==> config.mk <==
export PLATFORM = sky130hd
export DESIGN_NAME = decimal_tenths_text_parser
export DESIGN_NICKNAME = d
export VERILOG_FILES = /design/src/dtp_pkg.sv /design/src/decimal_tenths_text_parser.sv
export SDC_FILE = /design/constraint.sdc
export NUM_CORES = 1
export LEC_CHECK = 0
export BUFFER_PORTS_ARGS = -buffer_cell sky130_fd_sc_hd__buf_2
export CAP_MARGIN = 20
export CORE_ASPECT_RATIO = 1.25
export CORE_MARGIN = 4
export CORE_UTILIZATION = 33
export CTS_CLUSTER_DIAMETER = 40
export DETAILED_ROUTE_END_ITERATION = 12
export GPL_ROUTABILITY_DRIVEN = 0
export PLACE_DENSITY = 0.49
export SLEW_MARGIN = 20
export SYNTH_ARGS = -nofsm -noshare
export SYNTH_HDL_FRONTEND = slang
export SYNTH_SLANG_ARGS = --single-unit
==> constraint.sdc <==
create_clock -name i_clk -period 5 [get_ports i_clk]
set_clock_uncertainty 0.1 [all_clocks]
set_input_delay 0.5 -clock i_clk [delete_from_list [all_inputs] [get_ports i_clk]]
set_output_delay 0.5 -clock i_clk [all_outputs]
set_load 0.005 [all_outputs]
==> src/dtp_pkg.sv <==
package dtp_pkg;

    // Width of the consumed-character counter (saturating)
    localparam int CountBits = 8;

    // Character codes
    localparam logic [7:0] ChSpace = 8'h20;
    localparam logic [7:0] ChMinus = 8'h2D;
    localparam logic [7:0] ChPlus  = 8'h2B;
    localparam logic [7:0] ChDot   = 8'h2E;
    localparam logic [7:0] ChZero  = 8'h30;
    localparam logic [7:0] ChNine  = 8'h39;

    // Parse phase
    typedef enum logic [2:0] {
        PH_DONE  = 3'd0,
        PH_BLANK = 3'd1,
        PH_SIGN  = 3'd2,
        PH_INT   = 3'd3,
        PH_DOT   = 3'd4
    } t_phase;

endpackage

==> src/decimal_tenths_text_parser.sv <==
// An accepted character is held in the input register, and its result is then held in the
// result register. Throughput: one character per cycle while the result is not stalled;
// set by the combinational accumulator update (multiply by ten and add) between these registers.
// Reset (i_rst_n low, synchronous): parser returns to done and waits for a start
// character; input and output registers are emptied.
module decimal_tenths_text_parser (
    input  logic        i_clk,
    input  logic        i_rst_n,
    // input characters
    input  logic        s_axis_tvalid,
    output logic        s_axis_tready,
    input  logic [7:0]  s_axis_tdata,   // [7:0] char_code
    input  logic        s_axis_tuser,   // [0] new_string
    // parse results
    output logic        m_axis_tvalid,
    input  logic        m_axis_tready,
    output logic [23:0] m_axis_tdata,   // [15:0] value_tenths, [23:16] chars_used
    output logic        m_axis_tuser    // [0] parse_ok
);
    import dtp_pkg::*;

    localparam logic [CountBits-1:0] CountTop = {CountBits{1'b1}};

    // Input register
    logic       r_in_valid;
    logic [7:0] r_char;
    logic       r_new;

    // Parser state
    t_phase                 r_phase, n_phase;
    logic [15:0]            r_acc, n_acc;
    logic                   r_neg, n_neg;
    logic [CountBits-1:0]   r_used, n_used;

    // Result register
    logic        r_out_valid;
    logic        r_ok;
    logic [15:0] r_value;
    logic [7:0]  r_count;

    logic                 adv;
    t_phase               eff_phase;
    logic [15:0]          base_acc;
    logic                 base_neg;
    logic [CountBits-1:0] base_used;
    logic [CountBits-1:0] inc_used;
    logic                 is_digit;
    logic [3:0]           digit_val;
    logic [15:0]          acc_x10;
    logic                 emit;
    logic                 emit_ok;
    logic [15:0]          ok_value;
    logic [CountBits+7:0] used_ext;
    logic [7:0]           used_sat;

    // Stage advances when the result register is free or being drained
    assign adv           = r_in_valid && (!r_out_valid || m_axis_tready);
    assign s_axis_tready = !r_in_valid || adv;

    // Decode the registered character
    assign is_digit  = (r_char >= ChZero) && (r_char <= ChNine);
    assign digit_val = is_digit ? 4'(r_char - ChZero) : 4'd0;

    // A start character restarts from the blank-skipping phase with cleared state
    assign eff_phase = r_new ? PH_BLANK : r_phase;
    assign base_acc  = r_new ? 16'd0 : r_acc;
    assign base_neg  = r_new ? 1'b0 : r_neg;
    assign base_used = r_new ? '0 : r_used;
    assign inc_used  = (base_used == CountTop) ? base_used : base_used + 1'b1;
    assign acc_x10   = (base_acc << 3) + (base_acc << 1);

    // Next phase
    always_comb begin
        n_phase = eff_phase;
        unique case (eff_phase)
            PH_BLANK: begin
                if (r_char == ChSpace) begin
                    n_phase = PH_BLANK;
                end else if (r_char < ChSpace) begin
                    n_phase = PH_DONE;
                end else if (r_char == ChMinus || r_char == ChPlus) begin
                    n_phase = PH_SIGN;
                end else if (is_digit) begin
                    n_phase = PH_INT;
                end else begin
                    n_phase = PH_DONE;
                end
            end
            PH_SIGN: begin
                n_phase = is_digit ? PH_INT : PH_DONE;
            end
            PH_INT: begin
                if (is_digit) begin
                    n_phase = PH_INT;
                end else if (r_char == ChDot) begin
                    n_phase = PH_DOT;
                end else begin
                    n_phase = PH_DONE;
                end
            end
            default: begin
                n_phase = PH_DONE;
            end
        endcase
    end

    // Datapath updates and result request
    always_comb begin
        n_acc   = base_acc;
        n_neg   = base_neg;
        n_used  = base_used;
        emit    = 1'b0;
        emit_ok = 1'b0;
        case (eff_phase)
            PH_BLANK: begin
                if (r_char == ChSpace) begin
                    n_used = inc_used;
                end else if (r_char < ChSpace) begin
                    emit = 1'b1;
                end else if (r_char == ChMinus || r_char == ChPlus) begin
                    n_neg  = (r_char == ChMinus);
                    n_used = inc_used;
                end else if (is_digit) begin
                    n_acc  = {12'd0, digit_val};
                    n_used = inc_used;
                end else begin
                    emit = 1'b1;
                end
            end
            PH_SIGN: begin
                if (is_digit) begin
                    n_acc  = {12'd0, digit_val};
                    n_used = inc_used;
                end else begin
                    emit = 1'b1;
                end
            end
            PH_INT: begin
                if (is_digit) begin
                    n_acc  = acc_x10 + {12'd0, digit_val};
                    n_used = inc_used;
                end else if (r_char == ChDot) begin
                    n_acc  = acc_x10;
                    n_used = inc_used;
                end else begin
                    n_acc   = acc_x10;
                    emit    = 1'b1;
                    emit_ok = 1'b1;
                end
            end
            PH_DOT: begin
                emit    = 1'b1;
                emit_ok = 1'b1;
                if (is_digit) begin
                    n_acc  = base_acc + {12'd0, digit_val};
                    n_used = inc_used;
                end
            end
            default: begin
                emit = 1'b0;
            end
        endcase
    end

    // Signed value and saturated count for a successful result
    assign ok_value = n_neg ? 16'(16'd0 - n_acc) : n_acc;
    assign used_ext = {8'd0, n_used};
    assign used_sat = (used_ext > (CountBits + 8)'(255)) ? 8'hFF : used_ext[7:0];

    // Input register
    always_ff @(posedge i_clk) begin
        if (!i_rst_n) begin
            r_in_valid <= 1'b0;
        end else if (s_axis_tready) begin
            r_in_valid <= s_axis_tvalid;
        end
        if (s_axis_tready && s_axis_tvalid) begin
            r_char <= s_axis_tdata;
            r_new  <= s_axis_tuser;
        end
    end

    // Parser state
    always_ff @(posedge i_clk) begin
        if (!i_rst_n) begin
            r_phase <= PH_DONE;
            r_acc   <= 16'd0;
            r_neg   <= 1'b0;
            r_used  <= '0;
        end else if (adv) begin
            r_phase <= n_phase;
            r_acc   <= n_acc;
            r_neg   <= n_neg;
            r_used  <= n_used;
        end
    end

    // Result register
    always_ff @(posedge i_clk) begin
        if (!i_rst_n) begin
            r_out_valid <= 1'b0;
        end else if (adv && emit) begin
            r_out_valid <= 1'b1;
        end else if (m_axis_tready) begin
            r_out_valid <= 1'b0;
        end
        if (adv && emit) begin
            r_ok    <= emit_ok;
            r_value <= emit_ok ? ok_value : 16'd0;
            r_count <= emit_ok ? used_sat : 8'd0;
        end
    end

    assign m_axis_tvalid = r_out_valid;
    assign m_axis_tdata  = {r_count, r_value};
    assign m_axis_tuser  = r_ok;

endmodule
==> out/qor.txt <==
vias in the first global route = 4882
total core area = 16300 um2
clock root buffer = clkbuf_16
Crit Path Category = reg2reg
Worst setup SP type = register
drt via density = 5.70
Total GRT Usage = 0.166
FP Rows = 52
top_reg_cell synth = edfxtp_1
fin nets = 714
DR iter-0 viols = 499
outcome = finished, final reports clean
Syn Nets = 692
post-synth top area cell = edfxtp_1
Slowest-stage cell, CP = and4bb_2
placed cells = 890
most frequent cells in the layout = nand2_1 (66), nor2_1 (60), buf_2 (39)
Critical Path AT = 4.36 ns
Syn Std Cell Area = 5490 um2
post_cts resized = 0
Crit path largest cell delay = 0.54 ns
Setup Viol. Count Final = 0
internal power = 1.09 mW
Antenna diodes = 0
hold bufs inserted after CTS = 0
Die Height = 152 um
highest net fanout along the worst path = 15
hold_sp = s_axis_tdata[4]
Hold Path End = r_char[4]
synthesized area per cell = 8.28 um2
Chip Width = 123 um
Setup WS post-layout = 0.606 ns
Synth Instances = 663
postcts setup bufs = 0
Seq/Total Area, Yosys = 0.295
htree depth = 3
maxcap violations = 0
Worst VDD drop = 0.157 mV
most frequent CP cell = and3_1
Synth top area share = 0.186
largest cells by area after synthesis = edfxtp_1 (19%), dfxtp_1 (11%), nand2_1 (4.5%)
global route overflow = 0
net switching power = 0.384 mW
Post-synth EDFFs = 34
maximum number of pins on one net before global-route repair = 36
layout cells sized above 1 = 0.152
RSZ-0062 raised after global routing = no
Starting Density = 0.338
static leakage = 2.51 nW
FF-to-FF setup slack = 0.61 ns
Worst Reg-to-Reg Cells = 13
Placement Setup Slack = 0.713 ns
fin util = 0.381
# fillers = 1711
CP endpoint kind = register
Max Clock Freq = 228 MHz
Yosys reg bits = 64
Seq pwr share = 0.400
CTS tree = built
Max Slew Vio Count = 0
R2R Path End = r_value[15]
Synth Warn # = 0
Num CTS Buffers = 9
ANT nets after route = 0
min cycle time layout = 4.39 ns
initial antenna violation count = 0
combinational power share = 0.137
vias = 5164
die footprint = 18800 um2
final hold violations = 0
Worst-Skew Late Latency = 0.33 ns
CP Cell Sequence = and4bb_2 -> and3_1 -> ha_1 -> o221a_2 -> o21ai_0 -> a2111oi_1 -> o21a_1 -> nand3_1 -> xnor2_1 -> a221oi_2 -> and3_1 -> a41oi_1 -> mux2i_1
I/O Buffers = 39
drt pass-1 iters = 5
clock-pin slew on the worst setup and hold paths = 0.06 ns
Hold Crit Class = in2reg
commonest non-fill, non-tap cell in the layout = nand2_1
slew margin rel. = 0.466
Synth-to-Final Area Change = 12.8%
Slew @ Worst Pin = 0.801 ns
num ports = 40
routed wire length = 15500 um
Avg WL per Cell = 17.1 um
Pwr Total = 1.47 mW
Post-Layout Cell Count = 906
Max clock buf depth = 2
pwr/cell area = 237 nW/um2
drt drc = 0
FF-to-FF Start = r_char[6]
Clock Sinks = 64
post-route clock period utilization = 0.879
Clk pwr share = 0.463
setup tns final = 0 ns
Post-DP HPWL = 11500 um
first-pass GRT wire length = 25300 um
Yosys cell types = 89
switching power share of the total = 0.261
asr flop ratio synth = 0
Hold Path Stages = 1
Worst Path Required = 4.97 ns
[cell usage after synthesis (all sizes together) (4+ instances only)]
library cell	count
a21boi	6
mux2i	7
nor3b	7
and3	12
o21a	8
nand2b	5
o211ai	10
a2111oi	4
a311oi	4
nor2	61
nor4	4
a21o	5
nor4b	4
a21oi	31
o21ai	35
nand2	66
o211a	19
nand4	12
o22ai	5
xor2	24
clkbuf	22
or2	10
dfxtp	30
and2	10
or3	5
ha	16
a211oi	5
a22oi	8
buf	24
edfxtp	34
a31oi	14
xnor2	22
nor2b	23
nand3	17
inv	17
nor3	23
nand4b	4
[cells by family after synthesis]
group           synth area share
xor+xnor                  0.0747
mux                       0.0128
simple gates               0.264
flops                      0.295
compound gates             0.261
fa+ha+maj                 0.0401
buf+inv                   0.0524
[sequential cells by signal, indices dropped and copies added, names as in the netlist]
| signal | count |
|---|---|
| r_neg | 1 |
| r_in_valid | 1 |
| r_new | 1 |
| r_acc | 16 |
| r_char | 8 |
| m_axis_tuser | 1 |
| r_count | 8 |
| r_phase | 3 |
| r_used | 8 |
| r_value | 16 |
| m_axis_tvalid | 1 |
[per-stage QoR]
stage	area [um2]	hold slack, ns
4_1_cts	6200	0.228
6_report	6200	0.238
5_1_grt	6200	0.227
2_1_floorplan	5490	0.364
3_3_place_gp	5880	0.380
3_5_place_dp	5880	0.388
[worst max-delay path, delay by kind of cell (launching register included)]
family                     cells  cell delay (ns)
and+or+nand+nor                4             1.15
adders and majority gates      1             0.24
muxes                          1             0.16
xor gates and xnor gates       1             0.16
DFF                            1             0.45
AOI/OAI and AO/OA              6             1.85
[cell type report]
| cell class | instances | area (um2) | area share |
|---|---|---|---|
| clock buffer | 14 | 285 | 0.0460 |
| clock inverter | 2 | 35.0 | 0.00565 |
| inverter | 17 | 63.8 | 0.0103 |
| multi-input combinational | 536 | 3590 | 0.579 |
| sequential | 64 | 1620 | 0.262 |
| tap | 216 | 270 | 0.0436 |
| timing repair buffer | 57 | 330 | 0.0533 |
[layer usage]
| metal | routed length (um) | global-route usage | up-vias |
|---|---|---|---|
| met5 | 0 | 0 | - |
| met4 | 439 | 0.0612 | 0 |
| met3 | 799 | 0.0286 | 39 |
| met2 | 7460 | 0.277 | 174 |
| met1 | 6760 | 0.213 | 2435 |
| li1 | - | - | 2516 |
[power groups by stage]
stage	clock network (mW)	logic, mW	registers (mW)
detailed placement	0	0.201	0.599
CTS	0.693	0.202	0.588
floorplan	0	0.161	0.587
global route	0.716	0.224	0.591
finish	0.681	0.202	0.588
global placement	0	0.198	0.598
[how the worst max path moves through the flow]
stage                          from           to  slack [ns]  cells after the start
after floorplan               r_new  r_value[15]        0.57                     18
after global placement        r_new  r_value[15]        0.75                     16
after detailed placement      r_new  r_value[15]        0.71                     15
after CTS                     r_new  r_value[15]        0.67                     16
after global routing      r_char[7]  r_value[15]        0.28                     13
final                     r_char[6]  r_value[15]        0.61                     13
No activity file was read; power rests on OpenSTA's default activity.
